[config.mk]
export PLATFORM = sky130hd
export DESIGN_NAME = lps_rank_index
export DESIGN_NICKNAME = d
export VERILOG_FILES = /design/src/hw/rtl/lps_pkg.sv /design/src/hw/rtl/lps_rank_index.sv
export SDC_FILE = /design/constraint.sdc
export NUM_CORES = 1
export LEC_CHECK = 0
export BUFFER_PORTS_ARGS = -buffer_cell sky130_fd_sc_hd__buf_2
export CORE_MARGIN = 10
export CORE_UTILIZATION = 66
export DETAILED_ROUTE_END_ITERATION = 16
export HOLD_SLACK_MARGIN = 0.15
export PLACE_DENSITY = 0.83
export SLEW_MARGIN = 20
export SYNTH_ARGS = -nofsm -noshare
export SYNTH_HDL_FRONTEND = slang
export SYNTH_SLANG_ARGS = --single-unit
[constraint.sdc]
create_clock -name clk -period 9.76 [get_ports clk]
set_input_delay 2.928 -clock clk [delete_from_list [all_inputs] [get_ports clk]]
set_output_delay 2.928 -clock clk [all_outputs]
set_load 0.01 [all_outputs]
[src/hw/rtl/lps_pkg.sv]
// Shared types, constants and field layout for the latency percentile selector.
package lps_pkg;

  localparam int DEPTH_DEF = 1024;
  localparam int NUM_PCT_DEF = 3;

  localparam int SAMPLE_W = 32;
  localparam int PCT_W = 7;
  localparam int NUM_CFG_REGS = 3;
  localparam int CFG_IDX_W = 2;
  localparam int CFG_DATA_W = PCT_W;

  localparam int IN_TDATA_W = 32;
  localparam int OUT_TDATA_W = 40;
  localparam int OUT_TUSER_W = 2;

  localparam logic [PCT_W-1:0] PCT_FULL = 7'd100;
  localparam logic [SAMPLE_W-1:0] SIGN_BIAS = 32'h8000_0000;

  // Configuration register indexes.
  localparam logic [CFG_IDX_W-1:0] REG_FIRST_PERCENT = 2'd0;
  localparam logic [CFG_IDX_W-1:0] REG_SECOND_PERCENT = 2'd1;
  localparam logic [CFG_IDX_W-1:0] REG_THIRD_PERCENT = 2'd2;

  typedef enum logic [2:0] {
    S_LOAD,
    S_START,
    S_INDEX,
    S_SCAN,
    S_DECIDE,
    S_EMIT
  } lps_state_t;

  // Reset value of percentile register i; entries past the register list report the maximum.
  function automatic logic [PCT_W-1:0] pct_reset_value(input int i);
    logic [PCT_W-1:0] v;
    case (i)
      0: v = 7'd90;
      1: v = 7'd95;
      2: v = 7'd99;
      default: v = PCT_FULL;
    endcase
    return v;
  endfunction

endpackage

[src/hw/rtl/lps_rank_index.sv]
// Rank index unit: floor(count * pct / 100), clamped to the last kept sample.
module lps_rank_index #(
  parameter int DEPTH = lps_pkg::DEPTH_DEF,
  localparam int CW = $clog2(DEPTH + 1)
) (
  input  logic                    clk,
  input  logic                    rst_n,
  input  logic                    start,
  input  logic [CW-1:0]           count,
  input  logic [lps_pkg::PCT_W-1:0] pct,
  output logic                    done,
  output logic [CW-1:0]           idx
);
  import lps_pkg::*;

  localparam int XW = CW + PCT_W;
  localparam int RECIP_W = 24;
  localparam int RECIP_SHIFT = 30;
  // floor(2^30 / 100); the estimate below is low by at most one for any product under 2^30.
  localparam logic [RECIP_W-1:0] RECIP = RECIP_W'((64'd1 << RECIP_SHIFT) / 100);
  localparam int PW = XW + RECIP_W;

  // count and pct are held steady by the caller from start until done.
  logic            v1_r, v2_r, v3_r;
  logic [XW-1:0]   prod_r;
  logic [CW-1:0]   q0_r;
  logic [PW-1:0]   recip_prod;
  logic [XW-1:0]   rem;
  logic [CW-1:0]   q_fix;
  logic [CW-1:0]   last_idx;
  logic [CW-1:0]   idx_nxt;

  assign recip_prod = PW'(prod_r) * PW'(RECIP);
  assign rem = prod_r - XW'(q0_r) * XW'(100);
  assign q_fix = (rem >= XW'(100)) ? q0_r + CW'(1) : q0_r;
  assign last_idx = count - CW'(1);

  always_comb begin
    if (pct >= PCT_FULL || q_fix >= count) begin
      idx_nxt = last_idx;
    end else begin
      idx_nxt = q_fix;
    end
  end

  always_ff @(posedge clk) begin
    if (!rst_n) begin
      v1_r <= 1'b0;
      v2_r <= 1'b0;
      v3_r <= 1'b0;
    end else begin
      v1_r <= start;
      v2_r <= v1_r;
      v3_r <= v2_r;
    end
  end

  always_ff @(posedge clk) begin
    prod_r <= XW'(count) * XW'(pct);
    q0_r <= recip_prod[RECIP_SHIFT +: CW];
    if (v2_r) begin
      idx <= idx_nxt;
    end
  end

  assign done = v3_r;

endmodule

==> impl_metrics.py, run 1 <==
metrics = {
    "outcome": {
        "status": "finished clean",
    },
    "timing": {
        "hold_violations": 0,
        "period_share_pct": 86.8,
        "relSlewSlack_pct": 50.1,
        "rsz0062_at_grt": "false",
        "finClkSkew_ns": 0.00498,
        "worst_pin_slew_ns": 0.747,
        "fmax_mhz": 118,
        "period_needed_ns": 8.47,
        "slew_violations": 0,
        "setup_tns_ns": 0,
        "setup_viol": 0,
    },
    "cells_and_area": {
        "nets": 1658,
        "drive_above_1_share_pct": 5.73,
        "fillCellCount": 1296,
        "area_delta_synth_final_pct": 4.49,
        "layout.cells.non_filler": 1430,
        "post-route-util_pct": 70.0,
        "design_area_mm2": 0.0120,
        "antennaDiodeCount": 0,
    },
    "routing": {
        "first_pass_iters": 5,
        "vias_per_cell": 5.75,
        "drc_errors": 0,
        "detail_route.wirelength_um": 25400,
        "drtAntennaViolNets": 0,
        "drtIter0Drc": 451,
        "dr_total_vias": 8227,
        "post_drt_wl_per_cell_um": 17.7,
    },
    "critical_path": {
        "crit_path_max_incr_delay_ns": 0.67,
        "crit_path_end_kind": "register",
        "r2r_cells": 32,
        "critPathKind": "register to register",
        "startpoint_type": "register",
        "path_max_fanout": 11,
        "worstPathArrival_ns": 8.52,
        "slowest_stage": "a31oi_2",
        "cp.required_ns": 9.80,
    },
    "clock_network": {
        "postCtsHoldBufs": 0,
        "clock_path_buffers": 2,
        "cts_tree": "built",
        "cts-resized-gates": 0,
        "clk_pin_slew_ns": 0.07,
        "cts_setup_buffers": 0,
        "cts_made_buffers": 5,
        "cts_root_buf": "clkbuf_16",
        "cts_sinks": 43,
        "insertion_delay_ns": 0.29,
        "cts.htree.levels": 2,
    },
    "flow_run": {
        "maxCapViolations": 0,
    },
    "placement": {
        "place_inst": 1422,
        "place_congestion": 0.956,
        "portBuffers": 32,
        "placed_cell_area_mm2": 0.0119,
        "dp_hpwl_um": 21600,
    },
    "floorplanning": {
        "start_util_pct": 67.0,
        "pin_count": 33,
        "die_x_um": 152,
        "die_y_um": 152,
        "coreArea_mm2": 0.0172,
        "dieArea_mm2": 0.0231,
        "row_count": 48,
    },
    "synth": {
        "synth_nets": 1640,
        "synth_common_cells": "inv_1, ha_1, fa_1",
        "synth_area_leaders": "fa_1, ha_1, inv_1, dfxtp_1, xnor2_1",
        "avgSynthCellArea_um2": 9.70,
        "ys.flop_type": "dfxtp_1",
        "ys_seq_area_share_pct": 8.44,
        "synth_edf_count": 11,
        "yosys.area.top_type": "fa_1",
        "synth_top_area_share_pct": 31.0,
        "netlist_area_mm2": 0.0115,
        "synth.ff_latch_count": 43,
        "synth.distinct_cells": 62,
        "synth_most_common_cell": "inv_1",
        "async_flop_share_pct": 0,
        "syn_inst": 1186,
        "synth_warnings": 0,
    },
    "min_path": {
        "hold_depth": 1,
        "hold_path.class": "register to register",
    },
    "global_route": {
        "grt_usage_pct": 22.5,
        "gr-total-overflow": 0,
        "first_global_vias": 8959,
        "antenna_found_initial": 0,
        "grt_pass1_wl_um": 43300,
        "grt_max_degree": 16,
    },
}
## cells in the final DEF, fill, tap and decap left out, drive strengths merged, types with 30 or more instances in the layout
cell type  instances
inv              280
ha               255
fa               178
nand2             71
xnor2             44
a21oi             44
dfxtp             32
buf               32
nor2              31
and2              30
## stage by stage
step           setup WS, ns  hold slack [ns]
2_1_floorplan          2.33            0.412
6_report               1.29            0.433
3_5_place_dp           1.28            0.421
4_1_cts                1.11            0.437
5_1_grt               0.869            0.453
3_3_place_gp           1.65            0.415
## critical path, delay by kind of cell, from the launching register on
family                     cells  cell delay [ns]
and+or+nand+nor                4             0.97
xor gates and xnor gates       2             0.33
adders and majority gates      6             1.93
DFF                            1             0.42
AOI/OAI and AO/OA             18             3.75
muxes                          2             0.83
## state kept, by name, indices dropped and copies added (netlist names)
signal	flops
prod_r	18
idx	11
q0_r	11
done	1
v1_r	1
v2_r	1
## per-layer routing
layer | part of all wire (%) | vias up | global-route usage [%]
li1 | - | 3867 | -
met1 | 41 | 4041 | 28.2
met2 | 49 | 265 | 38.7
met3 | 6.9 | 54 | 4.46
met4 | 2.8 | 0 | 6.05
met5 | 0 | - | 0
## cell families after synthesis
| group | after synthesis | synth area share [%] |
|---|---|---|
| buffers and inverters | 299 | 9.90 |
| XOR/XNOR | 65 | 5.01 |
| multiplexers | 13 | 1.25 |
| flip-flops | 43 | 8.44 |
| AND/OR/NAND/NOR | 195 | 8.49 |
| AO/OA/AOI/OAI | 138 | 8.23 |
| adder cells (fa/ha/maj) | 433 | 58.7 |
## cell type report
| cell class | instances | area (um2) | area share, % |
|---|---|---|---|
| inverter | 278 | 1040 | 8.68 |
| sequential | 43 | 971 | 8.07 |
| tap | 225 | 282 | 2.34 |
| clock inverter | 2 | 15.0 | 0.125 |
| clock buffer | 6 | 150 | 1.25 |
| multi-input combinational | 844 | 9410 | 78.2 |
| timing repair buffer | 32 | 160 | 1.33 |
## path summary, 6_finish.rpt
| path | from | end | slack, ns |
|---|---|---|---|
| setup / recovery | q0_r[3]$_DFF_P_ | idx[10]$_DFFE_PP_ | 1.29 |
| hold / removal | v1_r$_SDFF_PN0_ | v2_r$_SDFF_PN0_ | 0.43 |
| setup reg to reg | q0_r[3]$_DFF_P_ | idx[10]$_DFFE_PP_ | 1.29 |
| hold reg to reg | v1_r$_SDFF_PN0_ | v2_r$_SDFF_PN0_ | 0.43 |
Power of run 1 is not shown: default switching activity piles up to over one toggle a cycle in this logic, so the estimate is an artifact.
==> run 2, diff against run 1 <==
==> constraint.sdc (replaced) <==
create_clock -name clk -period 9.73 [get_ports clk]
set_input_delay 2.919 -clock clk [delete_from_list [all_inputs] [get_ports clk]]
set_output_delay 2.919 -clock clk [all_outputs]
set_load 0.01 [all_outputs]
==> run 2 against run 1 <==
Clock-buffer cell count unchanged; first-iteration DRC count down 3.1%; routed wire length down 1.5%; register-to-register slack better by 0.11 ns; worst setup slack better by 0.11 ns; maximum frequency up 1.7%; critical path depth unchanged; critical endpoint is now idx[7]$_DFFE_PP_; critical path type unchanged; largest cell class unchanged; sequential share of layout area unchanged.
==> impl_metrics.py, run 2 (same netlist as run 1, synthesis figures left out) <==
metrics = {
    "placement": {
        "place_congestion": 0.956,
        "dp_hpwl_um": 21700,
        "portBuffers": 32,
    },
    "floorplanning": {
        "coreArea_mm2": 0.0172,
        "row_count": 48,
        "die_y_um": 152,
        "dieArea_mm2": 0.0231,
        "start_util_pct": 67.0,
        "pin_count": 33,
        "die_x_um": 152,
    },
    "routing": {
        "drtAntennaViolNets": 0,
        "post_drt_wl_per_cell_um": 17.5,
        "vias_per_cell": 5.73,
        "first_pass_iters": 5,
        "drtIter0Drc": 437,
        "drc_errors": 0,
        "detail_route.wirelength_um": 25000,
        "dr_total_vias": 8193,
    },
    "critical_path": {
        "crit_path_max_incr_delay_ns": 0.64,
        "slowest_stage": "a31oi_2",
        "cp.required_ns": 9.78,
        "critPathKind": "register to register",
        "startpoint_type": "register",
        "rrSetupSlack_ns": 1.40,
        "crit_path_end_kind": "register",
        "worstPathArrival_ns": 8.38,
        "path_max_fanout": 11,
    },
    "global_route": {
        "grt_usage_pct": 22.3,
        "grt_pass1_wl_um": 43000,
        "grt_max_degree": 16,
        "first_global_vias": 8881,
        "antenna_found_initial": 0,
        "gr-total-overflow": 0,
    },
    "clock_network": {
        "insertion_delay_ns": 0.29,
        "postCtsHoldBufs": 0,
        "cts_sinks": 43,
        "cts_made_buffers": 5,
        "cts_setup_buffers": 0,
        "clock_path_buffers": 2,
        "cts.htree.levels": 2,
        "cts_root_buf": "clkbuf_16",
        "clk_pin_slew_ns": 0.07,
        "cts_tree": "built",
        "cts-resized-gates": 0,
    },
    "cells_and_area": {
        "regMostFlops": "prod_r",
        "mostFrequentLayoutCell": "inv_1",
        "most-common-layout-cells": "inv_1, ha_1, fa_1",
        "area_delta_synth_final_pct": 4.49,
        "fillCellCount": 1271,
        "nets": 1658,
        "largest_reg_flops": 18,
        "drive_above_1_share_pct": 5.73,
        "largestRegisters": "prod_r (18), idx (11), q0_r (11)",
        "antennaDiodeCount": 0,
    },
    "timing": {
        "rsz0062_at_grt": "false",
        "period_needed_ns": 8.33,
        "relSlewSlack_pct": 51.4,
        "period_share_pct": 85.6,
        "slew_violations": 0,
        "setup_tns_ns": 0,
        "worst_pin_slew_ns": 0.726,
        "hold_violations": 0,
        "fmax_mhz": 120,
        "setup_viol": 0,
        "finClkSkew_ns": 0.00613,
    },
    "min_path": {
        "hold_path.class": "register to register",
    },
    "flow_run": {
        "maxCapViolations": 0,
    },
    "outcome": {
        "status": "finished clean",
    },
}
run 2: cell counts in the layout (fill, tap and decap cells not counted):
Identical to the previous run, type by type.
run 2: cell type report:
type / count / area, um2 / share of cell area, %
Clock buffer: 6 / 150 / 1.25
Timing Repair Buffer: 32 / 160 / 1.33
Tap cell: 225 / 282 / 2.34
Sequential cell: 43 / 971 / 8.07
Inverter: 278 / 1040 / 8.68
Multi-Input combinational cell: 844 / 9410 / 78.2
Clock inverter: 2 / 15.0 / 0.125
run 2: stage by stage:
stage                     util, %  instances  hold slack, ns  instance area (um2)  setup slack (ns)
after floorplan                 -       1186           0.412                11500              2.30
after global placement       69.0       1422           0.415                11900              1.62
after detailed placement     69.0       1422           0.422                11900              1.37
after CTS                    70.0       1430           0.438                12000              1.22
after global routing         70.0       1430           0.451                12000              1.00
final                        70.0       1430           0.437                12000              1.40
run 2: worst paths after layout:
check	cells past startpoint	from	endpoint
worst max-delay path	32	q0_r[2]$_DFF_P_	idx[7]$_DFFE_PP_
worst min register to register	1	v1_r$_SDFF_PN0_	v2_r$_SDFF_PN0_
worst max register to register	32	q0_r[2]$_DFF_P_	idx[7]$_DFFE_PP_
worst min-delay path	1	v1_r$_SDFF_PN0_	v2_r$_SDFF_PN0_
run 2: per-layer routing:
metal,routed length [um],track usage (%),up-vias,part of all wire [%]
li1,-,-,3866,-
met1,10400,28.7,4010,42
met2,12400,38.7,274,50
met3,1670,3.61,43,6.7
met4,476,4.40,0,1.9
met5,0,0,-,0
run 2: worst max-delay path, delay by kind of cell (launching register included):
family	cells	cell delay, ns
simple gates	4	0.98
xor+xnor	2	0.32
compound gates	18	3.59
fa+ha+maj	6	1.93
flops	1	0.42
mux	2	0.83
Power of run 2 is left out for the same reason.
==> run 3, diff against run 2 <==
--- a/config.mk
+++ b/config.mk
@@ -6,6 +6,7 @@
 export NUM_CORES = 1
 export LEC_CHECK = 0
 export BUFFER_PORTS_ARGS = -buffer_cell sky130_fd_sc_hd__buf_2
+export CORE_ASPECT_RATIO = 0.6
 export CORE_MARGIN = 10
 export CORE_UTILIZATION = 66
 export DETAILED_ROUTE_END_ITERATION = 16
==> run 3 against run 2 <==
Utilization grew 0.12 points; register-to-register slack got worse by 0.07 ns; maximum frequency down 0.89%; flip-flop and latch count unchanged; design area decreased by 0.10%; clock-buffer cell count unchanged; routed wire length grew 8.0%; sequential share of layout area about the same; die area increased by 0.75%; final cell count increased by 0.63%; via count up 0.66%; critical path type unchanged; critical endpoint is now idx[8]$_DFFE_PP_; largest cell class unchanged.
==> impl_metrics.py, run 3 (same netlist as run 1, synthesis figures left out) <==
metrics = {
    "outcome": {
        "status": "finished clean",
    },
    "cells_and_area": {
        "most-common-layout-cells": "inv_1, ha_1, fa_1",
        "drive_above_1_share_pct": 5.64,
        "area_delta_synth_final_pct": 4.38,
        "largestRegisters": "prod_r (18), idx (11), q0_r (11)",
        "largest_reg_flops": 18,
        "antennaDiodeCount": 0,
        "nets": 1658,
        "regMostFlops": "prod_r",
        "mostFrequentLayoutCell": "inv_1",
    },
    "timing": {
        "hold_slack_ns": 0.431,
        "relSlewSlack_pct": 49.4,
        "period_needed_ns": 8.40,
        "hold_violations": 0,
        "rsz0062_at_grt": "false",
        "setup_viol": 0,
        "period_share_pct": 86.4,
        "fmax_mhz": 119,
        "slew_violations": 0,
        "finClkSkew_ns": 0.0124,
        "setup_tns_ns": 0,
        "worst_pin_slew_ns": 0.757,
    },
    "routing": {
        "drtIter0Drc": 717,
        "drc_errors": 0,
        "wl_met2_um": 10800,
        "drtAntennaViolNets": 0,
        "post_drt_wl_per_cell_um": 18.8,
        "wl_met3_um": 3040,
        "wirelength_met1_um": 12900,
        "detail_route.wirelength_um": 27000,
        "first_pass_iters": 5,
        "top_layer": "met4",
        "vias_per_cell": 5.73,
        "dr_total_vias": 8247,
    },
    "critical_path": {
        "path_max_fanout": 11,
        "r2r-end": "idx[8]$_DFFE_PP_",
        "slowest_stage": "a31oi_2",
        "critPathKind": "register to register",
        "cp.required_ns": 9.77,
        "reg2reg_from": "q0_r[3]$_DFF_P_",
        "crit_path_end_kind": "register",
        "crit_path_max_incr_delay_ns": 0.67,
        "setup.worst_path.start": "q0_r[3]$_DFF_P_",
        "worstPathArrival_ns": 8.44,
        "startpoint_type": "register",
        "rrSetupSlack_ns": 1.33,
        "r2r_cells": 32,
        "crit_path_end": "idx[8]$_DFFE_PP_",
    },
    "floorplanning": {
        "start_util_pct": 67.2,
        "die_y_um": 122,
        "pin_count": 33,
        "dieArea_mm2": 0.0233,
        "coreArea_mm2": 0.0171,
        "row_count": 37,
        "die_x_um": 190,
    },
    "clock_network": {
        "cts.htree.levels": 2,
        "cts_root_buf": "clkbuf_16",
        "cts-resized-gates": 0,
        "cts_made_buffers": 5,
        "cts_setup_buffers": 0,
        "clk_pin_slew_ns": 0.07,
        "postCtsHoldBufs": 0,
        "insertion_delay_ns": 0.29,
        "cts_tree": "built",
        "cts_sinks": 43,
        "clock_path_buffers": 2,
    },
    "placement": {
        "portBuffers": 32,
        "dp_hpwl_um": 23300,
        "place_congestion": 0.991,
    },
    "global_route": {
        "grt_max_degree": 14,
        "grt_usage_pct": 24.1,
        "grt_pass1_wl_um": 44200,
        "antenna_found_initial": 0,
        "first_global_vias": 8423,
        "gr-total-overflow": 0,
    },
    "min_path": {
        "hold_path.class": "register to register",
        "hold_depth": 1,
    },
    "flow_run": {
        "maxCapViolations": 0,
    },
}
-- run 3: cell types whose count changed in the layout (fill, tap and decap cells not counted), sizes merged --
| cell | before | now |
|---|---|---|
| clkinv | 0 | 1 |
| clkinvlp | 0 | 1 |
| inv | 280 | 278 |
-- run 3: per-layer routing --
metal	GRT usage, %	vias to the layer above
met3	7.54	24
met4	3.13	0
met1	36.8	4047
met5	0	-
met2	33.2	333
li1	-	3843
-- run 3: worst max-delay path, delay by kind of cell, from the launching register on --
| family | cells | cell delay [ns] |
|---|---|---|
| AO/OA/AOI/OAI | 18 | 3.73 |
| adder cells (fa/ha/maj) | 6 | 1.88 |
| AND/OR/NAND/NOR | 4 | 0.96 |
| multiplexers | 2 | 0.82 |
| flip-flops | 1 | 0.43 |
| XOR/XNOR | 2 | 0.33 |
-- run 3: final cells by class --
type / count / area [um2]
multi-input combinational: 844 / 9410
fill: 1276 / 5110
clock inverter: 2 / 12.5
clock buffer: 6 / 129
timing repair buffer: 32 / 160
inverter: 278 / 1040
tap: 234 / 293
sequential: 43 / 971
-- run 3: worst min-delay path by stage --
stage                               start               to
after floorplan           v1_r$_SDFF_PN0_  v2_r$_SDFF_PN0_
after global placement    v1_r$_SDFF_PN0_  v2_r$_SDFF_PN0_
after detailed placement  v1_r$_SDFF_PN0_  v2_r$_SDFF_PN0_
after CTS                 v1_r$_SDFF_PN0_  v2_r$_SDFF_PN0_
after global routing      v1_r$_SDFF_PN0_  v2_r$_SDFF_PN0_
final                     v1_r$_SDFF_PN0_  v2_r$_SDFF_PN0_
-- run 3: per-stage QoR --
stage          worst slack [ns]  instance area, um2  util [%]  cells
2_1_floorplan              2.30               11500         -   1186
3_3_place_gp               1.58               11900      69.3   1431
3_5_place_dp               1.28               11900      69.3   1431
4_1_cts                    1.23               12000      70.1   1439
5_1_grt                   0.799               12000      70.1   1439
6_report                   1.33               12000      70.1   1439
Power of run 3 is left out for the same reason.
